<file path="config.mk">
export PLATFORM = sky130hd
export DESIGN_NAME = cursor_line_edit_buffer
export DESIGN_NICKNAME = d
export VERILOG_FILES = /design/src/sv/cleb_pkg.sv /design/src/sv/cleb_ctrl.sv /design/src/sv/cleb_cells.sv /design/src/sv/cursor_line_edit_buffer.sv
export SDC_FILE = /design/constraint.sdc
export NUM_CORES = 2
export LEC_CHECK = 0
export ABC_AREA = 1
export BUFFER_PORTS_ARGS = -buffer_cell sky130_fd_sc_hd__buf_4
export CORE_MARGIN = 5
export CORE_UTILIZATION = 35
export DETAILED_ROUTE_END_ITERATION = 10
export PLACE_DENSITY_LB_ADDON = 0.25
export SYNTH_ARGS = -nofsm -noshare
export SYNTH_HDL_FRONTEND = slang
export SYNTH_HIERARCHICAL = 1
export SYNTH_SLANG_ARGS = --single-unit
</file>
<file path="constraint.sdc">
create_clock -name clk -period 5.91 [get_ports clk]
set_clock_uncertainty 0.1 [all_clocks]
set_input_delay 0.8865 -clock clk [delete_from_list [all_inputs] [get_ports clk]]
set_output_delay 0.8865 -clock clk [all_outputs]
set_load 0.02 [all_outputs]
</file>
<file path="src/sv/cleb_pkg.sv">
package cleb_pkg;

	localparam int LINE_SIZE_DEF = 64;
	localparam int OP_W          = 4;
	localparam int BYTE_W        = 8;
	localparam int POS_W         = 6;

	// request opcodes; 9..15 carry no meaning and are ignored
	typedef enum logic [OP_W-1:0] {
		OP_INSERT    = 4'd0,
		OP_BACKSPACE = 4'd1,
		OP_DELETE    = 4'd2,
		OP_LEFT      = 4'd3,
		OP_RIGHT     = 4'd4,
		OP_HOME      = 4'd5,
		OP_END       = 4'd6,
		OP_CLEAR     = 4'd7,
		OP_READ      = 4'd8
	} op_t;

	// edit applied to the cell row
	typedef enum logic [1:0] {
		CELL_HOLD,
		CELL_INSERT,
		CELL_REMOVE,
		CELL_WIPE
	} cell_op_t;

	typedef struct packed {
		logic ovf;   // insert filled the line, line wiped
		logic none;  // refused or no change
		logic rd;    // read request
	} edit_flags_t;

endpackage

</file>
<file path="src/sv/cleb_ctrl.sv">
// Decodes one request against the current length and cursor.
module cleb_ctrl import cleb_pkg::*; #(
	parameter  int LINE_SIZE = LINE_SIZE_DEF,
	localparam int LW        = $clog2(LINE_SIZE)
) (
	input  logic [OP_W-1:0] opcode,
	input  logic [LW-1:0]   len,
	input  logic [LW-1:0]   cursor,
	output logic [LW-1:0]   nxt_len,
	output logic [LW-1:0]   nxt_cursor,
	output cell_op_t        cell_op,
	output logic [LW-1:0]   cell_pos,
	output edit_flags_t     flags
);

	localparam logic [LW-1:0] FULL = LW'(LINE_SIZE - 1);

	always_comb begin
		nxt_len    = len;
		nxt_cursor = cursor;
		cell_op    = CELL_HOLD;
		cell_pos   = cursor;
		flags      = '0;
		unique case (opcode)
			OP_INSERT: begin
				if (len >= FULL) begin
					flags.none = 1'b1;
				end else if (len + 1'b1 == FULL) begin
					cell_op    = CELL_WIPE;
					nxt_len    = '0;
					nxt_cursor = '0;
					flags.ovf  = 1'b1;
				end else begin
					cell_op    = CELL_INSERT;
					nxt_len    = len + 1'b1;
					nxt_cursor = cursor + 1'b1;
				end
			end
			OP_BACKSPACE: begin
				if (cursor == '0) begin
					flags.none = 1'b1;
				end else begin
					cell_op    = CELL_REMOVE;
					cell_pos   = cursor - 1'b1;
					nxt_len    = len - 1'b1;
					nxt_cursor = cursor - 1'b1;
				end
			end
			OP_DELETE: begin
				if (cursor >= len) begin
					flags.none = 1'b1;
				end else begin
					cell_op = CELL_REMOVE;
					nxt_len = len - 1'b1;
				end
			end
			OP_LEFT: begin
				if (cursor == '0) flags.none = 1'b1;
				else              nxt_cursor = cursor - 1'b1;
			end
			OP_RIGHT: begin
				if (cursor >= len) flags.none = 1'b1;
				else               nxt_cursor = cursor + 1'b1;
			end
			OP_HOME: begin
				if (cursor == '0) flags.none = 1'b1;
				nxt_cursor = '0;
			end
			OP_END: begin
				if (cursor == len) flags.none = 1'b1;
				nxt_cursor = len;
			end
			OP_CLEAR: begin
				if (len == '0) flags.none = 1'b1;
				cell_op    = CELL_WIPE;
				nxt_len    = '0;
				nxt_cursor = '0;
			end
			OP_READ: begin
				flags.none = 1'b1;
				flags.rd   = 1'b1;
			end
			default: begin
				flags.none = 1'b1;
			end
		endcase
	end

endmodule

</file>
<file path="src/sv/cleb_cells.sv">
// Row of byte cells; each cell loads from itself, a neighbor, the new byte or zero.
module cleb_cells import cleb_pkg::*; #(
	parameter  int LINE_SIZE = LINE_SIZE_DEF,
	localparam int LW        = $clog2(LINE_SIZE)
) (
	input  logic              clk,
	input  logic              arst_n,
	input  logic              en,
	input  cell_op_t          cell_op,
	input  logic [LW-1:0]     pos,
	input  logic [BYTE_W-1:0] char_code,
	input  logic [LW-1:0]     rd_idx,
	output logic [BYTE_W-1:0] rd_byte
);

	logic [BYTE_W-1:0] cell_q [LINE_SIZE];

	for (genvar g = 0; g < LINE_SIZE; g++) begin : g_cell
		logic [BYTE_W-1:0] prev_byte;
		logic [BYTE_W-1:0] next_byte;
		logic [BYTE_W-1:0] cell_d;

		if (g == 0) begin : g_first
			assign prev_byte = '0;
		end else begin : g_prev
			assign prev_byte = cell_q[g-1];
		end

		if (g == LINE_SIZE - 1) begin : g_last
			assign next_byte = '0;
		end else begin : g_next
			assign next_byte = cell_q[g+1];
		end

		always_comb begin
			unique case (cell_op)
				CELL_HOLD:   cell_d = cell_q[g];
				CELL_INSERT: begin
					if (LW'(g) > pos)       cell_d = prev_byte;
					else if (LW'(g) == pos) cell_d = char_code;
					else                    cell_d = cell_q[g];
				end
				CELL_REMOVE: cell_d = (LW'(g) >= pos) ? next_byte : cell_q[g];
				CELL_WIPE:   cell_d = '0;
				default:     cell_d = cell_q[g];
			endcase
		end

		always_ff @(posedge clk or negedge arst_n) begin
			if (!arst_n) begin
				cell_q[g] <= '0;
			end else if (en) begin
				cell_q[g] <= cell_d;
			end
		end
	end

	assign rd_byte = cell_q[rd_idx];

endmodule

</file>
<file path="src/sv/cursor_line_edit_buffer.sv">
// Line edit buffer: holds one terminal input line of up to LINE_SIZE-2 bytes with its
// length and an edit cursor, and applies one edit request per item (insert, backspace,
// delete, left, right, home, end, clear, read). Each request returns the new length and
// cursor, the byte read (read only, zero past the line end), an overflow flag when an
// insert brings the line to LINE_SIZE-1 bytes (the line is then wiped), and a no-effect
// flag for refused or idle requests. Timing: a request is taken into an input register and
// its result is registered in the output register once that register is free or being
// drained; one request per cycle is sustained while results are taken, because every edit
// is one parallel shift of the cell row, each cell loading from its neighbor. While a
// result waits in the output register, one more request is taken into the input register
// and the request side then stalls until the result is taken. Reset clears the line,
// length and cursor at once; no clearing pass is needed.
module cursor_line_edit_buffer import cleb_pkg::*; #(
	parameter int LINE_SIZE = LINE_SIZE_DEF
) (
	input  logic              clk,
	input  logic              arst_n,
	// request channel
	input  logic              in_valid,
	output logic              in_ready,
	input  logic [OP_W-1:0]   opcode,
	input  logic [BYTE_W-1:0] char_code,
	input  logic [POS_W-1:0]  read_index,
	// result channel
	output logic              out_valid,
	input  logic              out_ready,
	output logic [POS_W-1:0]  line_length,
	output logic [POS_W-1:0]  cursor_pos,
	output logic [BYTE_W-1:0] read_byte,
	output logic              overflow_cleared,
	output logic              no_effect
);

	localparam int LW = $clog2(LINE_SIZE);
	// common width for comparing the read index against the length
	localparam int CW = (LW > POS_W) ? LW : POS_W;
	localparam logic [LW-1:0] FULL = LW'(LINE_SIZE - 1);

	// input register
	logic              valid_s1;
	logic [OP_W-1:0]   opcode_s1;
	logic [BYTE_W-1:0] char_code_s1;
	logic [POS_W-1:0]  read_index_s1;

	// line state
	logic [LW-1:0] len_q;
	logic [LW-1:0] cursor_q;

	// result register
	logic              out_valid_q;
	logic [POS_W-1:0]  line_length_q;
	logic [POS_W-1:0]  cursor_pos_q;
	logic [BYTE_W-1:0] read_byte_q;
	logic              overflow_q;
	logic              no_effect_q;

	// decode outputs
	logic [LW-1:0]     nxt_len;
	logic [LW-1:0]     nxt_cursor;
	cell_op_t          cell_op;
	logic [LW-1:0]     cell_pos;
	edit_flags_t       flags;
	logic [BYTE_W-1:0] cell_rd;
	logic [BYTE_W-1:0] read_byte_d;
	logic              rd_hit;
	logic              adv;

	// the held request executes once the result register is free or being drained
	assign adv      = valid_s1 && (!out_valid_q || out_ready);
	assign in_ready = !valid_s1 || adv;

	always_ff @(posedge clk or negedge arst_n) begin
		if (!arst_n) begin
			valid_s1 <= 1'b0;
		end else if (in_ready) begin
			valid_s1 <= in_valid;
		end
	end

	always_ff @(posedge clk) begin
		if (in_valid && in_ready) begin
			opcode_s1     <= opcode;
			char_code_s1  <= char_code;
			read_index_s1 <= read_index;
		end
	end

	cleb_ctrl #(
		.LINE_SIZE (LINE_SIZE)
	) u_ctrl (
		.opcode     (opcode_s1),
		.len        (len_q),
		.cursor     (cursor_q),
		.nxt_len    (nxt_len),
		.nxt_cursor (nxt_cursor),
		.cell_op    (cell_op),
		.cell_pos   (cell_pos),
		.flags      (flags)
	);

	// cells only change on an executed request
	cleb_cells #(
		.LINE_SIZE (LINE_SIZE)
	) u_cells (
		.clk       (clk),
		.arst_n    (arst_n),
		.en        (adv),
		.cell_op   (cell_op),
		.pos       (cell_pos),
		.char_code (char_code_s1),
		.rd_idx    (LW'(read_index_s1)),
		.rd_byte   (cell_rd)
	);

	// reads past the line end return zero; index is in range whenever it hits
	assign rd_hit      = CW'(read_index_s1) < CW'(len_q);
	assign read_byte_d = (flags.rd && rd_hit) ? cell_rd : '0;

	always_ff @(posedge clk or negedge arst_n) begin
		if (!arst_n) begin
			len_q    <= '0;
			cursor_q <= '0;
		end else if (adv) begin
			len_q    <= nxt_len;
			cursor_q <= nxt_cursor;
		end
	end

	always_ff @(posedge clk or negedge arst_n) begin
		if (!arst_n) begin
			out_valid_q <= 1'b0;
		end else if (adv) begin
			out_valid_q <= 1'b1;
		end else if (out_ready) begin
			out_valid_q <= 1'b0;
		end
	end

	always_ff @(posedge clk) begin
		if (adv) begin
			line_length_q <= POS_W'(nxt_len);
			cursor_pos_q  <= POS_W'(nxt_cursor);
			read_byte_q   <= read_byte_d;
			overflow_q    <= flags.ovf;
			no_effect_q   <= flags.none;
		end
	end

	assign out_valid        = out_valid_q;
	assign line_length      = line_length_q;
	assign cursor_pos       = cursor_pos_q;
	assign read_byte        = read_byte_q;
	assign overflow_cleared = overflow_q;
	assign no_effect        = no_effect_q;

	// cursor never passes the line end
	a_cursor_in_line: assert property (@(posedge clk) disable iff (!arst_n)
		cursor_q <= len_q)
		else $error("cursor beyond line length");

	// an insert that fills the line wipes it, so the stored length stays short
	a_len_short: assert property (@(posedge clk) disable iff (!arst_n)
		len_q < FULL)
		else $error("line length reached overflow level");

	// an executed request always leaves a result behind
	a_adv_result: assert property (@(posedge clk) disable iff (!arst_n)
		adv |=> out_valid_q)
		else $error("executed request left no result");

	// overflow reports an empty line and is never a refused request
	a_ovf_empty: assert property (@(posedge clk) disable iff (!arst_n)
		out_valid_q && overflow_q |-> line_length_q == '0 && cursor_pos_q == '0 && !no_effect_q)
		else $error("overflow result inconsistent");

	// a nonzero read byte only comes from a read, which never changes state
	a_read_noeffect: assert property (@(posedge clk) disable iff (!arst_n)
		out_valid_q && read_byte_q != '0 |-> no_effect_q)
		else $error("read byte on a state-changing request");

endmodule

</file>
Word level (Yosys, flattened, before mapping)
Index checks and enable logic that the tools add are counted.

word-level totals
  flip-flop bits (word level) = 566
  latch bits = 0
  bits in writable memories = 0
  bits in read-only memories = 0
  input port bits = 22
  output and inout port bits = 24
  memories = 0

operators by class
  add/subtract/negate cells = 4
  multiply operators = 0
  divide/modulo/power cells = 0
  magnitude comparators = 132
  equal/unequal tests = 204
  shift operators = 0
  mux-type cells = 285
  bitwise gates (word level) = 3
  reduce and logical (&&, ||, !) cells = 82

operators by type and width
  operator                                                          number
  2-to-1 mux 8 bit                                                  194
  case mux 8 bit (3 select lines)                                   64
  AND reduction 4 bit                                               64
  == test 6 bit, first input constant                               32
  greater-or-equal comparator 6 bit, first input constant           32
  greater-than comparator 6 bit, first input constant               32
  inequality test 3 x 1 -> 1 bit, second input constant             64
  inequality test 2 x 1 -> 1 bit, second input constant             64
  == test 5 x 6 -> 1 bit, first input constant                      16
  greater-or-equal comparator 5 x 6 -> 1 bit, first input constant  16
  greater-than comparator 5 x 6 -> 1 bit, first input constant      16
  2-to-1 mux 6 bit                                                  9
  binary-select mux 8 bit (select 6 bit)                            1
  == test 4 x 6 -> 1 bit, first input constant                      8
  greater-or-equal comparator 4 x 6 -> 1 bit, first input constant  8
  greater-than comparator 4 x 6 -> 1 bit, first input constant      8
  case mux 6 bit (5 select lines)                                   1
  == test 3 x 6 -> 1 bit, first input constant                      4
  greater-or-equal comparator 3 x 6 -> 1 bit, first input constant  4
  greater-than comparator 3 x 6 -> 1 bit, first input constant      4
  case mux 6 bit (4 select lines)                                   1
  logical NOT 6 bit                                                 3
  == test 4 x 3 -> 1 bit, second input constant                     4
  adder 6 x 1 -> 6 bit, second input constant                       2
  other kinds (32)                                                  59

Longest topological paths before layout
  depth after elaboration = 8
  mapped depth = 23

Cells and area by module
Netlist, hierarchy kept.

modules (own cells, without submodules)
  module                   times used  cells an instance  area an instance (µm²)  sequential area each (µm²)
  cleb_cells               1           5194               34707.0                 12812.3
  cursor_line_edit_buffer  1           137                1963.1                  1551.5
  cleb_ctrl                1           282                1468.9                  0.0

Least setup slack after synthesis
No wires, ideal clock.

  path type = reg-to-reg
  start point = register len_q[4]
  end point = register u_cells.cell_q (netlist bit u_cells/g_cell[41].next_byte[5])
  arrival = 2.977 ns
  path slack = 2.704 ns
  stages on the path, launching flop included = 24
  path buffers = 3
  period minus slack after synthesis = 3.206 ns
  path through = dfrtp_1 -> buf_6 -> inv_2 -> ha_1 -> nand2_1 -> nor2_1 -> nand2_1 -> nand2_1 -> nor2_2 -> nand2_1 -> nand2_1 -> inv_1 -> o211ai_1 -> inv_1 -> nand2_1 -> nand2_4 -> buf_8 -> nand2_1 -> nand2_2 -> nand2_1 -> inv_2 -> buf_6 -> a21oi_1 -> a22oi_2

on the way
  cells in the longest elaborated chain, start to end = 8
  elaborated cells between the ends (all ways) = 17
  classes of those cells = add/sub: 1; order compare: 2; eq/ne: 6; mux: 5; bitwise: 1; reduce/logical: 2

RTL lines
  what                                                                    line                            source
  start: declaration                                                      cursor_line_edit_buffer.sv:46   logic [LW-1:0] len_q;
  start signal: assignment                                                cursor_line_edit_buffer.sv:124  len_q <= nxt_len;
  adder 6 x 1 -> 6 bit                                                    cleb_ctrl.sv:28                 end else if (len + 1'b1 == FULL) begin
  == test 6 bit                                                           cleb_ctrl.sv:28
  2-to-1 mux 2 bit                                                        cleb_ctrl.sv:28
  2-to-1 mux 2 bit                                                        cleb_ctrl.sv:26                 if (len >= FULL) begin
  case mux 2 bit (4 select lines) *                                       cleb_ctrl.sv:24                 unique case (opcode)
  via cell_op[1]                                                          cursor_line_edit_buffer.sv:60   cell_op_t cell_op;
  == test 2 x 1 -> 1 bit, or another cell as far along                    cleb_cells.sv:36                unique case (cell_op)
  inequality test 3 x 1 -> 1 bit (no line), or another cell as far along  --
  AND reduction 4 bit (no line)                                           --
  end signal: indexed assignment                                          cleb_cells.sv:53                cell_q[g] <= cell_d;
  end: declaration                                                        cleb_cells.sv:16                logic [BYTE_W-1:0] cell_q [LINE_SIZE];

Mark *: on every way through the listed nets, which the timed path passes. The rest lies on a longest branch.
A chain may end at the register's enable or synchronous reset.

Worst setup path in the final report
  start point = register len_q[4]
  end point = register u_cells.cell_q (netlist bit u_cells/g_cell[4].next_byte[2])

Same word-level chain as after synthesis.

==> results.toml <==
[route]
dr.pass1.iters = 6
via_per_inst = 5.83
num_vias = 40100
wirelength_microns = 158000
drt-initial-drc-count = 4913
drc = 0
wl_per_cell_microns = 22.9
ant_nets = 0

[critical_path]
endpoint = "u_cells/g_cell[4].next_byte[2]"
rrSetupSlack_ns = 1.08
worstSetupStartpointType = "flip-flop"
rr_worst_depth = 20
crit_required_ns = 6.35
worstPathArrival_ns = 5.27
cp-end-kind = "flip-flop"
crit_path_start = "len_q[4]"
cp_max_fo = 176
worstSetupPathType = "reg -> reg"
r2r-end = "u_cells/g_cell[4].next_byte[2]"
reg2reg_from = "len_q[4]"

[final_layout]
drive_gt1_share_pct = 7.35
final_common_cell = "nand2_1"
regArea_sq_um = 14400
multi_input_area_sq_um = 20200
fillers = 11500
fin_nets = 5451
fin_util_pct = 38.4
syn_to_final_growth_pct = 9.33
final_cell_mix = "nand2_1 (1571), nand3_1 (605), a21oi_1 (531)"

[global_routing]
grt_use_met2_pct = 40.7
grt_start_max_net_pins = 177
grtUsageMet1_pct = 36.3
top_usage_layer = "met2"
track_usage_pct = 26.3
met3_usage_pct = 4.56
antenna_found_initial = 2
grt_pass1_vias = 37900
grt_overflow = 0
grt_pass1_wl_microns = 239000

[sta]
fin_crit_sh_pct = 81.7
finalSetupViolCount = 0
rsz0062_at_grt = "no"
worst_slew_margin_rel_pct = 9.58
holdWs_ns = 0.212
tns_ns = 0
finalMaxSlewViolations = 0
clock.fmax_ghz = 0.207
hold_viol = 0
worst_slew_pin_slew_ns = 1.35
period_minus_slack_ns = 4.83

[cts]
cts.path.max_buffers = 3
post_cts_buffers = 0
htreeDepth = 3
cts_root_buffer = "clkbuf_16"
holdBufCountCts = 0
cts_made_buffers = 73
clock_sink_count = 566
cts_resized = 0
cts_tree = "built"
clk_latency_ns = 0.66
cts.reportedPaths.clkPinSlew_ns = 0.07

[yosys]
ys_ff_latch = 566
avgSynthCellArea_sq_um = 6.79
synthTopCellsByArea = "dfrtp_1 (35%), nand2_1 (15%), nand3_1 (7.9%)"
synth_area_sq_um = 38100
synth_cell_types = 51
synth_largest_area_cell = "dfrtp_1"
synth_flop_cell = "dfrtp_1"
yosys.area.top_type_share_pct = 34.5
synth_edf_count = 40
syn_inst = 5613
synth_nets = 5653
synth_warnings = 6
yosysSeqAreaShare_pct = 37.7
async_flop_share_pct = 92.9

[placed_design]
gp_congestion = 0.990
port_buffers = 45
dp_hpwl_microns = 102000

[floorplanning]
dieArea_sq_um = 116000
start_util_pct = 35.1
core_area_sq_um = 109000
die_h_microns = 340
rows = 121
fp.dieW_microns = 340
boundaryPins = 46

[pwr]
power_density_nw_per_um2 = 556
p_leak_nw = 19.3
ir_worst_vdd_mv = 0.294

[status]
status = "finished clean"

[job]
maxCapViolCount = 0

[min_path]
min_path_type = "in -> async"
==> cell families after synthesis <==
| family | Yosys count | share of synthesized area (%) |
|---|---|---|
| AO/OA/AOI/OAI | 1498 | 23.1 |
| multiplexers | 1 | 0.0262 |
| AND/OR/NAND/NOR | 2647 | 28.9 |
| buffers and inverters | 875 | 9.48 |
| adder cells (fa/ha/maj) | 18 | 0.591 |
| flip-flops | 566 | 37.7 |
| XOR/XNOR | 8 | 0.184 |
==> routing by layer <==
metal,share of wire [%],up-vias,wire length [microns]
met5,0,-,0
met4,4.8,0,7660
met3,8.8,373,13900
met2,44,1972,70000
met1,42,19300,66400
li1,-,18500,-
==> report_power, final <==
group          switching [mW]  internal, mW  total [mW]  leakage, nW
combinational            7.23          3.55        10.8         11.8
clock                    1.88          2.89        4.77         1.21
sequential               1.95          5.69        7.64         6.29
==> per-stage QoR <==
stage               setup slack (ns)  instances  instance area (sq um)  power (mW)
floorplan                       2.70       5613                  38100        14.8
global placement                1.20       6750                  39200        18.0
detailed placement              1.11       6750                  39200        18.1
CTS                             1.08       6880                  41700        23.0
global route                   0.645       6880                  41700        24.8
finish                          1.08       6882                  41700        23.2
==> cells in the mapped netlist, types with 2 or more instances <==
library cell	instances
nor3_1	6
o21ai_1	45
inv_1	442
nand3_2	4
edfxtp_1	40
dfrtp_1	526
nand3_1	605
nor2_8	2
a22oi_2	3
o221ai_1	14
o211ai_2	2
a21oi_2	4
nor2_4	5
o22ai_1	47
nand2_4	7
clkinv_1	3
o21ai_4	6
buf_2	63
ha_1	18
nand2_2	35
or2_1	2
clkbuf_1	238
buf_1	46
inv_4	5
nand4_1	11
o21ai_0	401
nand2_1	1571
a21oi_1	531
a22oi_1	144
a31oi_1	152
a21oi_4	11
a31oi_4	2
buf_6	13
buf_4	29
nor2_1	379
inv_2	33
o211ai_1	104
o31ai_2	3
nor2_2	16
xor2_1	8
o21ai_2	27
==> worst min path at each step <==
stage,from,to,cells after the start
global placement,u_cells/g_cell[57].next_byte[3],u_cells/g_cell[57].next_byte[3],2
global route,arst_n,u_cells/g_cell[4].next_byte[0],1
floorplan,cursor_q[3],cursor_q[3],2
finish,arst_n,u_cells/g_cell[4].next_byte[0],1
detailed placement,u_cells/g_cell[62].next_byte[4],u_cells/g_cell[62].next_byte[4],2
CTS,arst_n,len_q[0],1
==> worst max-delay path, stage by stage, from the launching register on <==
cell      delay [ns]
dfrtp_1         0.51
inv_2           0.15
ha_1            0.31
nand2_1         0.09
nor2_1          0.06
nand2_1         0.07
nand2_1         0.08
nor2_2          0.44
nand2_1         0.10
nand2_1         0.14
inv_1           0.07
o211ai_1        0.08
buf_4           0.24
inv_8           0.14
buf_12          0.35
nor2_4          0.46
buf_4           0.45
o21ai_0         0.13
nand2_1         0.45
a21oi_1         0.08
a22oi_1         0.18
==> cell type report <==
cell class	count	share of cell area, %
Multi-Input combinational cell	4172	48.4
Sequential cell	566	34.4
Clock buffer	106	5.10
Inverter	484	4.46
Tap cell	1414	4.24
Timing Repair Buffer	114	2.46
Clock inverter	24	0.873
Antenna cell	2	0.0120
==> sequential cells by signal (all words and copies together) (netlist names), 8 cells and up <==
signal and cells:
u_cells/g_cell.prev_byte 24, read_byte 8, u_cells/g_cell.next_byte 488, char_code_s1 8
Note: power is estimated with default switching activity, not from simulation.
